[config.mk]
export PLATFORM = sky130hd
export DESIGN_NAME = gate_trim_with_splice_fades
export DESIGN_NICKNAME = d
export VERILOG_FILES = /design/src/hw/rtl/gtsf_pkg.sv /design/src/hw/rtl/gtsf_div.sv /design/src/hw/rtl/gate_trim_with_splice_fades.sv
export SDC_FILE = /design/constraint.sdc
export NUM_CORES = 2
export LEC_CHECK = 0
export BUFFER_PORTS_ARGS = -buffer_cell sky130_fd_sc_hd__clkbuf_2
export CAP_MARGIN = 20
export CORE_UTILIZATION = 50
export DETAILED_ROUTE_END_ITERATION = 8
export PLACE_DENSITY = 0.69
export SLEW_MARGIN = 5
export SYNTH_ARGS = -nofsm -noshare
export SYNTH_HDL_FRONTEND = slang
export SYNTH_SLANG_ARGS = --single-unit
[constraint.sdc]
create_clock -name clock -period 9.3 [get_ports clock]
set_input_delay 2.79 -clock clock [delete_from_list [all_inputs] [get_ports clock]]
set_output_delay 2.79 -clock clock [all_outputs]
set_load 0.005 [all_outputs]
[src/hw/rtl/gtsf_pkg.sv]
// Shared constants, codes and types for the silence trim block.
package gtsf_pkg;

   localparam int POSITION_BITS  = 32;
   localparam int SAMPLE_BITS    = 16;
   localparam int MAX_CHANNELS   = 8;

   localparam int GATE_BITS      = 15;
   localparam int CHAN_BITS      = 4;
   localparam int SPLICE_BITS    = 15;
   localparam int BACKTRACK_BITS = 20;
   localparam int STATUS_BITS    = 2;
   localparam int CSR_INDEX_BITS = 3;
   localparam int CSR_DATA_BITS  = 20;

   // splice length in samples: splice frames times channels
   localparam int SPAN_BITS      = SPLICE_BITS + CHAN_BITS;
   // a frame offset inside a ramp stays below the longest span
   localparam int FRAME_BITS     = $clog2(((2 ** SPLICE_BITS) - 1) * MAX_CHANNELS);
   // magnitude times a ramp factor stays below 2^(SAMPLE_BITS-1+SPLICE_BITS)
   localparam int GAIN_BITS      = SAMPLE_BITS - 1 + SPLICE_BITS;
   localparam int PROD_BITS      = SAMPLE_BITS + SPLICE_BITS;
   localparam int DIV_COUNT_BITS = $clog2(POSITION_BITS + 1);

   localparam logic [CHAN_BITS-1:0]   CHANNELS_RESET = CHAN_BITS'(1);
   localparam logic [SPLICE_BITS-1:0] SPLICE_RESET   = SPLICE_BITS'(720);

   // register indexes
   localparam logic [CSR_INDEX_BITS-1:0] REG_START_GATE = 3'd0;
   localparam logic [CSR_INDEX_BITS-1:0] REG_END_GATE   = 3'd1;
   localparam logic [CSR_INDEX_BITS-1:0] REG_CHANNELS   = 3'd2;
   localparam logic [CSR_INDEX_BITS-1:0] REG_SPLICE     = 3'd3;
   localparam logic [CSR_INDEX_BITS-1:0] REG_BACKTRACK  = 3'd4;

   localparam logic OP_MEASURE  = 1'b0;
   localparam logic OP_EMIT     = 1'b1;
   localparam logic KIND_SAMPLE = 1'b0;
   localparam logic KIND_REPORT = 1'b1;

   localparam logic [STATUS_BITS-1:0] STATUS_OK        = 2'd0;
   localparam logic [STATUS_BITS-1:0] STATUS_ALL_BELOW = 2'd1;
   localparam logic [STATUS_BITS-1:0] STATUS_REMOVED   = 2'd2;

   typedef struct packed {
      logic                      start;
      logic [DIV_COUNT_BITS-1:0] steps;
      logic [POSITION_BITS-1:0]  dividend;
      logic [SPLICE_BITS-1:0]    divisor;
   } div_req_type;

   typedef struct packed {
      logic                     busy;
      logic                     done;
      logic [POSITION_BITS-1:0] quotient;
      logic [SPLICE_BITS-1:0]   remainder;
   } div_rsp_type;

endpackage

[src/hw/rtl/gtsf_div.sv]
// Restoring divider, one quotient bit per cycle, dividend left-aligned by the caller.
module gtsf_div (
   input  logic                  clock,
   input  logic                  reset,
   input  gtsf_pkg::div_req_type req,
   output gtsf_pkg::div_rsp_type rsp
);

   logic [gtsf_pkg::SPLICE_BITS-1:0]    rem_ff, rem_in;
   logic [gtsf_pkg::SPLICE_BITS-1:0]    divisor_ff, divisor_in;
   logic [gtsf_pkg::POSITION_BITS-1:0]  quo_ff, quo_in;
   logic [gtsf_pkg::DIV_COUNT_BITS-1:0] cnt_ff, cnt_in;
   logic                                busy_ff, busy_in;
   logic                                done_ff, done_in;
   logic [gtsf_pkg::SPLICE_BITS:0]      trial;
   logic [gtsf_pkg::SPLICE_BITS:0]      trial_sub;
   logic                                fits;

   always_comb begin
      trial      = {rem_ff, quo_ff[gtsf_pkg::POSITION_BITS-1]};
      trial_sub  = trial - {1'b0, divisor_ff};
      fits       = (trial >= {1'b0, divisor_ff});
      rem_in     = rem_ff;
      quo_in     = quo_ff;
      cnt_in     = cnt_ff;
      divisor_in = divisor_ff;
      busy_in    = busy_ff;
      done_in    = 1'b0;
      if (req.start) begin
         rem_in     = '0;
         quo_in     = req.dividend;
         cnt_in     = req.steps;
         divisor_in = req.divisor;
         busy_in    = 1'b1;
      end else if (busy_ff) begin
         rem_in = fits ? trial_sub[gtsf_pkg::SPLICE_BITS-1:0]
                       : trial[gtsf_pkg::SPLICE_BITS-1:0];
         quo_in = {quo_ff[gtsf_pkg::POSITION_BITS-2:0], fits};
         cnt_in = cnt_ff - 1'b1;
         if (cnt_ff == gtsf_pkg::DIV_COUNT_BITS'(1)) begin
            busy_in = 1'b0;
            done_in = 1'b1;
         end
      end
   end

   always_ff @(posedge clock) begin
      if (reset) begin
         busy_ff <= 1'b0;
         done_ff <= 1'b0;
         cnt_ff  <= '0;
      end else begin
         busy_ff <= busy_in;
         done_ff <= done_in;
         cnt_ff  <= cnt_in;
      end
   end

   always_ff @(posedge clock) begin
      rem_ff     <= rem_in;
      quo_ff     <= quo_in;
      divisor_ff <= divisor_in;
   end

   assign rsp.busy      = busy_ff;
   assign rsp.done      = done_ff;
   assign rsp.quotient  = quo_ff;
   assign rsp.remainder = rem_ff;

endmodule

[src/hw/rtl/gate_trim_with_splice_fades.sv]
// Measure pass: one sample per cycle; the last sample reports after two remainders by the channel count.
// Emit pass: a sample outside the kept region gives no result; inside it, fades use the shared
//   restoring divider (18-bit frame number, 30-bit ramp gain quotients, up to two of each).
// A finished result waits in the output register while the next transfer is taken.
// Synchronous reset clears pass state, the region and the output, and loads register defaults;
//   no clearing pass is needed.
module gate_trim_with_splice_fades (
   input  logic                                  clock,
   input  logic                                  reset,
   input  logic                                  req_valid,
   output logic                                  req_ready,
   input  logic                                  req_opcode,
   input  logic signed [gtsf_pkg::SAMPLE_BITS-1:0] req_sample_in,
   input  logic                                  req_is_last,
   output logic                                  rsp_valid,
   input  logic                                  rsp_ready,
   output logic                                  rsp_kind,
   output logic signed [gtsf_pkg::SAMPLE_BITS-1:0] rsp_sample_out,
   output logic [gtsf_pkg::STATUS_BITS-1:0]      rsp_status,
   output logic [31:0]                           rsp_start_position,
   output logic [31:0]                           rsp_end_position,
   input  logic                                  csr_valid,
   output logic                                  csr_ready,
   input  logic [gtsf_pkg::CSR_INDEX_BITS-1:0]   csr_index,
   input  logic [gtsf_pkg::CSR_DATA_BITS-1:0]    csr_data
);

   localparam int PB = gtsf_pkg::POSITION_BITS;
   localparam int SB = gtsf_pkg::SAMPLE_BITS;
   localparam int LB = gtsf_pkg::SPLICE_BITS;
   localparam int CB = gtsf_pkg::CHAN_BITS;

   localparam logic [3:0] S_IDLE    = 4'd0;
   localparam logic [3:0] S_MREM1   = 4'd1;
   localparam logic [3:0] S_MREM2   = 4'd2;
   localparam logic [3:0] S_MRPT    = 4'd3;
   localparam logic [3:0] S_EMIT    = 4'd4;
   localparam logic [3:0] S_FI_CHK  = 4'd5;
   localparam logic [3:0] S_FI_DIV  = 4'd6;
   localparam logic [3:0] S_FI_SCL  = 4'd7;
   localparam logic [3:0] S_FO_FROM = 4'd8;
   localparam logic [3:0] S_FO_CHK  = 4'd9;
   localparam logic [3:0] S_FO_DIV  = 4'd10;
   localparam logic [3:0] S_FO_SCL  = 4'd11;
   localparam logic [3:0] S_OUT     = 4'd12;

   // configuration
   logic [gtsf_pkg::GATE_BITS-1:0]      start_gate_ff, start_gate_in;
   logic [gtsf_pkg::GATE_BITS-1:0]      end_gate_ff, end_gate_in;
   logic [CB-1:0]                       channels_ff, channels_in;
   logic [LB-1:0]                       splice_ff, splice_in;
   logic [gtsf_pkg::BACKTRACK_BITS-1:0] backtrack_ff, backtrack_in;

   // pass state
   logic [3:0]    state_ff, state_in;
   logic [PB-1:0] position_ff, position_in;
   logic [PB-1:0] first_hit_ff, first_hit_in;
   logic [PB-1:0] last_hit_ff, last_hit_in;
   logic          found_first_ff, found_first_in;
   logic          found_last_ff, found_last_in;
   logic [PB-1:0] region_start_ff, region_start_in;
   logic [PB-1:0] region_end_ff, region_end_in;
   logic          fade_in_on_ff, fade_in_on_in;

   // work registers
   logic [PB-1:0] pos_cur_ff, pos_cur_in;
   logic          neg_ff, neg_in;
   logic [SB-1:0] mag_ff, mag_in;
   logic [PB-1:0] aligned_ff, aligned_in;
   logic [PB-1:0] start_cand_ff, start_cand_in;
   logic [PB-1:0] end_cand_ff, end_cand_in;
   logic [PB-1:0] fade_from_ff, fade_from_in;
   logic          res_kind_ff, res_kind_in;
   logic [gtsf_pkg::STATUS_BITS-1:0] res_status_ff, res_status_in;
   logic [PB-1:0] res_start_ff, res_start_in;
   logic [PB-1:0] res_end_ff, res_end_in;

   // output register
   logic          rsp_valid_ff, rsp_valid_in;
   logic          rsp_kind_ff, rsp_kind_in;
   logic [SB-1:0] rsp_sample_ff, rsp_sample_in;
   logic [gtsf_pkg::STATUS_BITS-1:0] rsp_status_ff, rsp_status_in;
   logic [31:0]   rsp_start_ff, rsp_start_in;
   logic [31:0]   rsp_end_ff, rsp_end_in;

   // helpers
   logic [CB-1:0]                  ch_eff;
   logic [LB-1:0]                  sp_eff;
   logic [gtsf_pkg::SPAN_BITS-1:0] span;
   logic [PB-1:0]                  span_pos;
   logic [SB-1:0]                  req_raw;
   logic [SB-1:0]                  req_mag;
   logic                           req_xfer;
   logic                           hit_first;
   logic                           hit_last;
   logic [PB-1:0]                  pos_next;
   logic [PB-1:0]                  in_diff;
   logic [PB-1:0]                  out_diff;
   logic [LB-1:0]                  gain_factor;
   logic [gtsf_pkg::PROD_BITS-1:0] gain_prod;
   logic [PB-1:0]                  frame_dividend;
   logic [PB-1:0]                  gain_dividend;
   logic [PB-1:0]                  rem_pos;
   logic                           removed;

   gtsf_pkg::div_req_type div_req;
   gtsf_pkg::div_rsp_type div_rsp;

   gtsf_div u_div (
      .clock (clock),
      .reset (reset),
      .req   (div_req),
      .rsp   (div_rsp)
   );

   always_comb begin
      if (channels_ff == '0) begin
         ch_eff = CB'(1);
      end else if (channels_ff > CB'(gtsf_pkg::MAX_CHANNELS)) begin
         ch_eff = CB'(gtsf_pkg::MAX_CHANNELS);
      end else begin
         ch_eff = channels_ff;
      end
      sp_eff   = (splice_ff == '0) ? LB'(1) : splice_ff;
      span     = gtsf_pkg::SPAN_BITS'(sp_eff) * gtsf_pkg::SPAN_BITS'(ch_eff);
      span_pos = PB'(span);

      req_raw   = req_sample_in;
      req_mag   = req_raw[SB-1] ? (~req_raw + 1'b1) : req_raw;
      req_xfer  = req_valid && req_ready;
      hit_first = !found_first_ff && (req_mag > {1'b0, start_gate_ff});
      hit_last  = req_mag > {1'b0, end_gate_ff};
      if (req_is_last) begin
         pos_next = '0;
      end else if (position_ff != '1) begin
         pos_next = position_ff + 1'b1;
      end else begin
         pos_next = position_ff;
      end

      in_diff  = pos_cur_ff - region_start_ff;
      out_diff = pos_cur_ff - fade_from_ff;
      rem_pos  = PB'(div_rsp.remainder);
      removed  = (end_cand_ff == start_cand_ff) || (end_cand_ff <= span_pos);

      // fade-out factor counts down from splice-1
      gain_factor = (state_ff == S_FO_DIV)
                    ? (sp_eff - LB'(1) - div_rsp.quotient[LB-1:0])
                    : div_rsp.quotient[LB-1:0];
      gain_prod   = gtsf_pkg::PROD_BITS'(mag_ff) * gtsf_pkg::PROD_BITS'(gain_factor);
      gain_dividend  = {gain_prod[gtsf_pkg::GAIN_BITS-1:0],
                        {(PB - gtsf_pkg::GAIN_BITS){1'b0}}};
      frame_dividend = state_ff == S_FI_CHK
                       ? {in_diff[gtsf_pkg::FRAME_BITS-1:0],
                          {(PB - gtsf_pkg::FRAME_BITS){1'b0}}}
                       : {out_diff[gtsf_pkg::FRAME_BITS-1:0],
                          {(PB - gtsf_pkg::FRAME_BITS){1'b0}}};
   end

   always_comb begin
      start_gate_in   = start_gate_ff;
      end_gate_in     = end_gate_ff;
      channels_in     = channels_ff;
      splice_in       = splice_ff;
      backtrack_in    = backtrack_ff;
      state_in        = state_ff;
      position_in     = position_ff;
      first_hit_in    = first_hit_ff;
      last_hit_in     = last_hit_ff;
      found_first_in  = found_first_ff;
      found_last_in   = found_last_ff;
      region_start_in = region_start_ff;
      region_end_in   = region_end_ff;
      fade_in_on_in   = fade_in_on_ff;
      pos_cur_in      = pos_cur_ff;
      neg_in          = neg_ff;
      mag_in          = mag_ff;
      aligned_in      = aligned_ff;
      start_cand_in   = start_cand_ff;
      end_cand_in     = end_cand_ff;
      fade_from_in    = fade_from_ff;
      res_kind_in     = res_kind_ff;
      res_status_in   = res_status_ff;
      res_start_in    = res_start_ff;
      res_end_in      = res_end_ff;
      rsp_valid_in    = rsp_valid_ff && !rsp_ready;
      rsp_kind_in     = rsp_kind_ff;
      rsp_sample_in   = rsp_sample_ff;
      rsp_status_in   = rsp_status_ff;
      rsp_start_in    = rsp_start_ff;
      rsp_end_in      = rsp_end_ff;
      div_req         = '0;

      if (csr_valid) begin
         case (csr_index)
            gtsf_pkg::REG_START_GATE: start_gate_in = csr_data[gtsf_pkg::GATE_BITS-1:0];
            gtsf_pkg::REG_END_GATE:   end_gate_in   = csr_data[gtsf_pkg::GATE_BITS-1:0];
            gtsf_pkg::REG_CHANNELS:   channels_in   = csr_data[CB-1:0];
            gtsf_pkg::REG_SPLICE:     splice_in     = csr_data[LB-1:0];
            gtsf_pkg::REG_BACKTRACK:  backtrack_in  = csr_data[gtsf_pkg::BACKTRACK_BITS-1:0];
            default: ;
         endcase
      end

      case (state_ff)
         S_IDLE: begin
            if (req_xfer) begin
               position_in = pos_next;
               if (req_opcode == gtsf_pkg::OP_MEASURE) begin
                  if (hit_first) begin
                     first_hit_in   = position_ff;
                     found_first_in = 1'b1;
                  end
                  if (hit_last) begin
                     last_hit_in   = position_ff;
                     found_last_in = 1'b1;
                  end
                  if (req_is_last) begin
                     found_first_in = 1'b0;
                     found_last_in  = 1'b0;
                     res_kind_in    = gtsf_pkg::KIND_REPORT;
                     if ((found_first_ff || hit_first) && (found_last_ff || hit_last)) begin
                        div_req.start    = 1'b1;
                        div_req.steps    = gtsf_pkg::DIV_COUNT_BITS'(PB);
                        div_req.dividend = hit_first ? position_ff : first_hit_ff;
                        div_req.divisor  = LB'(ch_eff);
                        state_in         = S_MREM1;
                     end else begin
                        res_status_in   = gtsf_pkg::STATUS_ALL_BELOW;
                        res_start_in    = '0;
                        res_end_in      = '0;
                        region_start_in = '0;
                        region_end_in   = '0;
                        fade_in_on_in   = 1'b0;
                        state_in        = S_OUT;
                     end
                  end
               end else begin
                  pos_cur_in    = position_ff;
                  neg_in        = req_raw[SB-1];
                  mag_in        = req_mag;
                  res_kind_in   = gtsf_pkg::KIND_SAMPLE;
                  res_status_in = gtsf_pkg::STATUS_OK;
                  res_start_in  = '0;
                  res_end_in    = '0;
                  state_in      = S_EMIT;
               end
            end
         end
         S_MREM1: begin
            if (div_rsp.done) begin
               aligned_in       = first_hit_ff - rem_pos;
               div_req.start    = 1'b1;
               div_req.steps    = gtsf_pkg::DIV_COUNT_BITS'(PB);
               div_req.dividend = last_hit_ff;
               div_req.divisor  = LB'(ch_eff);
               state_in         = S_MREM2;
            end
         end
         S_MREM2: begin
            if (div_rsp.done) begin
               end_cand_in   = last_hit_ff - rem_pos;
               start_cand_in = (aligned_ff > PB'(backtrack_ff))
                               ? aligned_ff - PB'(backtrack_ff) : '0;
               state_in      = S_MRPT;
            end
         end
         S_MRPT: begin
            if (removed) begin
               res_status_in   = gtsf_pkg::STATUS_REMOVED;
               res_start_in    = '0;
               res_end_in      = '0;
               region_start_in = '0;
               region_end_in   = '0;
               fade_in_on_in   = 1'b0;
            end else begin
               res_status_in   = gtsf_pkg::STATUS_OK;
               res_start_in    = start_cand_ff;
               res_end_in      = end_cand_ff;
               region_start_in = start_cand_ff;
               region_end_in   = end_cand_ff;
               fade_in_on_in   = start_cand_ff > span_pos;
            end
            state_in = S_OUT;
         end
         S_EMIT: begin
            if ((pos_cur_ff < region_start_ff) || (pos_cur_ff >= region_end_ff)) begin
               state_in = S_IDLE;
            end else begin
               state_in = S_FI_CHK;
            end
         end
         S_FI_CHK: begin
            // frame number below splice is the same as offset below one span
            if (fade_in_on_ff && (in_diff < span_pos)) begin
               div_req.start    = 1'b1;
               div_req.steps    = gtsf_pkg::DIV_COUNT_BITS'(gtsf_pkg::FRAME_BITS);
               div_req.dividend = frame_dividend;
               div_req.divisor  = LB'(ch_eff);
               state_in         = S_FI_DIV;
            end else begin
               state_in = S_FO_FROM;
            end
         end
         S_FI_DIV, S_FO_DIV: begin
            if (div_rsp.done) begin
               div_req.start    = 1'b1;
               div_req.steps    = gtsf_pkg::DIV_COUNT_BITS'(gtsf_pkg::GAIN_BITS);
               div_req.dividend = gain_dividend;
               div_req.divisor  = sp_eff;
               state_in         = (state_ff == S_FI_DIV) ? S_FI_SCL : S_FO_SCL;
            end
         end
         S_FI_SCL, S_FO_SCL: begin
            if (div_rsp.done) begin
               mag_in   = div_rsp.quotient[SB-1:0];
               state_in = (state_ff == S_FI_SCL) ? S_FO_FROM : S_OUT;
            end
         end
         S_FO_FROM: begin
            fade_from_in = (region_end_ff >= span_pos) ? region_end_ff - span_pos : '0;
            state_in     = S_FO_CHK;
         end
         S_FO_CHK: begin
            if ((pos_cur_ff >= fade_from_ff) && (out_diff < span_pos)) begin
               div_req.start    = 1'b1;
               div_req.steps    = gtsf_pkg::DIV_COUNT_BITS'(gtsf_pkg::FRAME_BITS);
               div_req.dividend = frame_dividend;
               div_req.divisor  = LB'(ch_eff);
               state_in         = S_FO_DIV;
            end else begin
               state_in = S_OUT;
            end
         end
         S_OUT: begin
            if (!rsp_valid_ff || rsp_ready) begin
               rsp_valid_in  = 1'b1;
               rsp_kind_in   = res_kind_ff;
               rsp_sample_in = (res_kind_ff == gtsf_pkg::KIND_REPORT) ? '0
                               : (neg_ff ? (~mag_ff + 1'b1) : mag_ff);
               rsp_status_in = res_status_ff;
               rsp_start_in  = res_start_ff[31:0];
               rsp_end_in    = res_end_ff[31:0];
               state_in      = S_IDLE;
            end
         end
         default: begin
            state_in = S_IDLE;
         end
      endcase
   end

   always_ff @(posedge clock) begin
      if (reset) begin
         start_gate_ff   <= '0;
         end_gate_ff     <= '0;
         channels_ff     <= gtsf_pkg::CHANNELS_RESET;
         splice_ff       <= gtsf_pkg::SPLICE_RESET;
         backtrack_ff    <= '0;
         state_ff        <= S_IDLE;
         position_ff     <= '0;
         first_hit_ff    <= '0;
         last_hit_ff     <= '0;
         found_first_ff  <= 1'b0;
         found_last_ff   <= 1'b0;
         region_start_ff <= '0;
         region_end_ff   <= '0;
         fade_in_on_ff   <= 1'b0;
         rsp_valid_ff    <= 1'b0;
      end else begin
         start_gate_ff   <= start_gate_in;
         end_gate_ff     <= end_gate_in;
         channels_ff     <= channels_in;
         splice_ff       <= splice_in;
         backtrack_ff    <= backtrack_in;
         state_ff        <= state_in;
         position_ff     <= position_in;
         first_hit_ff    <= first_hit_in;
         last_hit_ff     <= last_hit_in;
         found_first_ff  <= found_first_in;
         found_last_ff   <= found_last_in;
         region_start_ff <= region_start_in;
         region_end_ff   <= region_end_in;
         fade_in_on_ff   <= fade_in_on_in;
         rsp_valid_ff    <= rsp_valid_in;
      end
   end

   always_ff @(posedge clock) begin
      pos_cur_ff    <= pos_cur_in;
      neg_ff        <= neg_in;
      mag_ff        <= mag_in;
      aligned_ff    <= aligned_in;
      start_cand_ff <= start_cand_in;
      end_cand_ff   <= end_cand_in;
      fade_from_ff  <= fade_from_in;
      res_kind_ff   <= res_kind_in;
      res_status_ff <= res_status_in;
      res_start_ff  <= res_start_in;
      res_end_ff    <= res_end_in;
      rsp_kind_ff   <= rsp_kind_in;
      rsp_sample_ff <= rsp_sample_in;
      rsp_status_ff <= rsp_status_in;
      rsp_start_ff  <= rsp_start_in;
      rsp_end_ff    <= rsp_end_in;
   end

   assign req_ready          = (state_ff == S_IDLE);
   assign csr_ready          = 1'b1;
   assign rsp_valid          = rsp_valid_ff;
   assign rsp_kind           = rsp_kind_ff;
   assign rsp_sample_out     = rsp_sample_ff;
   assign rsp_status         = rsp_status_ff;
   assign rsp_start_position = rsp_start_ff;
   assign rsp_end_position   = rsp_end_ff;

   a_idle_div_free: assert property (@(posedge clock) disable iff (reset)
      req_ready |-> !div_rsp.busy)
      else $error("divider busy while taking a new transfer");

   a_bad_status_zero: assert property (@(posedge clock) disable iff (reset)
      (rsp_valid && (rsp_status != gtsf_pkg::STATUS_OK))
      |-> ((rsp_start_position == '0) && (rsp_end_position == '0)))
      else $error("non-ok report carries positions");

   a_sample_status_ok: assert property (@(posedge clock) disable iff (reset)
      (rsp_valid && (rsp_kind == gtsf_pkg::KIND_SAMPLE))
      |-> (rsp_status == gtsf_pkg::STATUS_OK))
      else $error("sample result with status set");

   a_hits_cleared: assert property (@(posedge clock) disable iff (reset)
      (req_valid && req_ready && (req_opcode == gtsf_pkg::OP_MEASURE) && req_is_last)
      |=> (!found_first_ff && !found_last_ff))
      else $error("hit flags survive end of measure pass");

endmodule
==> results.md <==
- Power density relative to cell area: roughly 330 nW/µm²
- Reg2reg path depth: 33
- Number of rows in the core area: about 110
- Unrepaired setup endpoints after global routing: no
- Starting utilization of the core area: 50.77%
- Setup crit end kind: flop
- DIE AREA: between 90,000 and 100,000 µm²
- Post-synth top area share: 23.99%
- Post-detailed-placement half-perimeter wirelength: 115.8 mm
- Core Footprint: 92,220 µm²
- Maximum resistive drop on vdd: just under 0.7 mV
- Worst EP arrival: between 9 and 10 ns
- Max stage delay cell, worst path: fa_1
- Leading cell type by number of instances after synthesis: nand2_1
- Sum of buffers and inverters on the critical path: 5
- Number of antenna-violating nets in the routed design: 0
- Pin count of the biggest net entering global routing: 76
- Number of max-cap violations: 0
- Cts hold-fix bufs: 0
- Proportion of register bits with asynchronous set or reset after synthesis: 0%
- Setup Crit Path Kind: reg2reg
- Filler cell count: 8,312
- Rel. slew slack: between 30% and 40%
- Post-Syn Area: ~47,000 µm²
- Final setup vio count: 0
- Final WL: approximately 150 mm
- Residual DRC count: 1
- Synthesis-stage register bit count: between 600 and 700
- Total nets after synthesis: between 5,000 and 6,000
- Setup skew after layout: between 0.03 and 0.04 ns
- Overall die height: about 310 µm
- Max Clock Freq: 112.2 MHz
- Cell count after synthesis: about 5,000
- Layout Area Growth over Synthesis: 10.38%
- Slowest Stage Delay on Critical Path: roughly 0.54 ns
- Most instantiated cells after synthesis: 527 x nand2_1, 524 x inv_1, 417 x ha_1
- Worst Hold Path Cells: 0
- Area used by multi-input combinational logic: 27,750 µm²
- Max Transition Viols Final: 0
- Clock slew seen by the registers of the worst setup and hold paths: roughly 0.060 ns
- Overall die width: 308.0 µm
- Final core utilization: 56.04%
- Storage cell area: 16,440 µm²
- Dominant cell type by area after synthesis: edfxtp_1
- Fraction of layout instances using a drive strength above 1: 8.661%
- Final critical-path required period: 8.910 ns
- Ranking of synthesized cells by area: edfxtp_1 24%, ha_1 11%, dfxtp_1 11%, fa_1 9.1%, nand2_1 4.2%
- Final Wtd Congestion: 1.004
- Net total in the final layout: 5,754
- Post-Route Setup TNS: 0 ns
- Drt wl/cell: 23.19 µm
- Number of vias per cell: around 5.9
- Count of input and output buffers: 130
- Overall track demand over capacity in global routing: a little under a third
- Final total power: 17.05 mW
- Number of vias after detailed routing: between 30,000 and 40,000
- CTS H-tree depth: 3
- Violated checks: DRC
- Antenna violations before repair: 4
- Required time of the critical path: slightly below 10 ns
- Most prevalent standard cell on the critical path: fa_1
- Critical path depth in cells: 33
- Post-synthesis area per instance: 9.407 µm²
- Top FF cell, synth: edfxtp_1
- Finished Cell Area: 51,680 µm²
- Vias in the first global route: approximately 36,000
- DP Area: about 49,000 µm²
- Number of synthesized flops with an enable pin: roughly 370
- Family with the most delay on the worst path: adder cells
- Wire length of the first global-routing pass: around 220 mm
- Max FO, Critical Path: 5
- TritonCTS clock tree: built
- Fin. Hold Viols: 0
- Worst Tran Pin Value: 1.041 ns
- Io pins: 132
- Clock buffers created by TritonCTS: 72
- Unique masters post-synth: between 100 and 150
- Number of synthesis warnings: 0
- Clock Tree Buf Depth: 3
- Latest clock arrival within the worst-skew pair: 0.67 ns
- Critical path startpoint category: flop
- Period utilization: between 90% and 100%
- Clock sink total: between 600 and 700
- Part of the Yosys area used for sequential elements: between 30% and 40%
- Total global routing overflow: 0
- Drt initial violations: roughly 3,500
- Path type of the worst min-delay path: reg2reg
- Lkg Pwr: ~21 nW
- Run status: finished, violations left
- Initial DRT Pass Iterations: 9
- Library cell used as clock root buffer: clkbuf_16
-- timing repair --
item                       CTS  global route
setup endpoints to repair    0            13
hold endpoints to repair     0             0
resized for setup            0             5
buffers inserted             0             2
-- kinds of logic (layout without fill, tap and decap cells) --
family / count (synthesis) / after routing / synth area share, %
AND/OR/NAND/NOR: 1630 / 1630 / 17.15
AO/OA/AOI/OAI: 943 / 943 / 13.39
buffers and inverters: 728 / 889 / 5.919
flip-flops: 634 / 634 / 35.10
adder cells (fa/ha/maj): 630 / 630 / 20.25
XOR/XNOR: 289 / 289 / 5.406
multiplexers: 122 / 122 / 2.769
other: 1 / 4 / 0.008009
-- final timing paths --
path / startpoint / endpoint / slack (ns)
worst min-delay path: res_start_ff[8] / rsp_start_position[8] / 0.41
worst min register to register: res_start_ff[8] / rsp_start_position[8] / 0.41
worst max-delay path: splice_ff[5] / u_div.quo_ff[30] / 0.39
worst max register to register: splice_ff[5] / u_div.quo_ff[30] / 0.39
-- final cells by class --
class | count | area share [%]
clock buffers | 100 | 4.065
clock inverters | 34 | 0.7989
well taps | 1243 | 3.009
flip-flops and latches | 634 | 31.80
repair buffers | 230 | 2.794
diodes | 3 | 0.01453
multi-input cells | 3615 | 53.70
inverters | 525 | 3.813
-- power by group --
group          leakage [nW]  switching, mW  internal, mW
logic                  14.7           6.46          4.12
registers              5.41          0.203          3.31
clock network          1.23           1.24          1.72
total                  21.3           7.91          9.15
-- metrics by stage --
step                std cells  worst slack (ns)  hold WS, ns
finish                   6384            0.3903       0.4071
floorplan                4977            0.1489       0.4003
CTS                      6377            0.1255       0.4032
global placement         6243            0.1733       0.4013
global route             6383           0.01772       0.4131
detailed placement       6243            0.1555       0.4045
-- metal layers --
layer / wire [µm] / track usage, % / share of wire, % / up-vias
li1: - / - / - / 17450
met1: 62450 / 40.94 / 42 / 18360
met2: 68080 / 50.31 / 46 / 1438
met3: 9550 / 3.841 / 6.5 / 291
met4: 7964 / 15.34 / 5.4 / 0
met5: 0 / 0 / 0 / -
-- layout by cell type, fill, tap and decap left out, types with 83 or more instances in the layout --
master,instances
ha_1,417
nand2_1,527
clkbuf_2,129
xnor2_1,160
buf_4,97
nor2_1,332
fa_1,213
xor2_1,129
a21oi_1,286
a21o_1,83
dfxtp_1,260
nor2b_1,106
edfxtp_1,374
o21ai_0,155
inv_1,524
and2_1,177
Power figures use the tool's default switching activity.
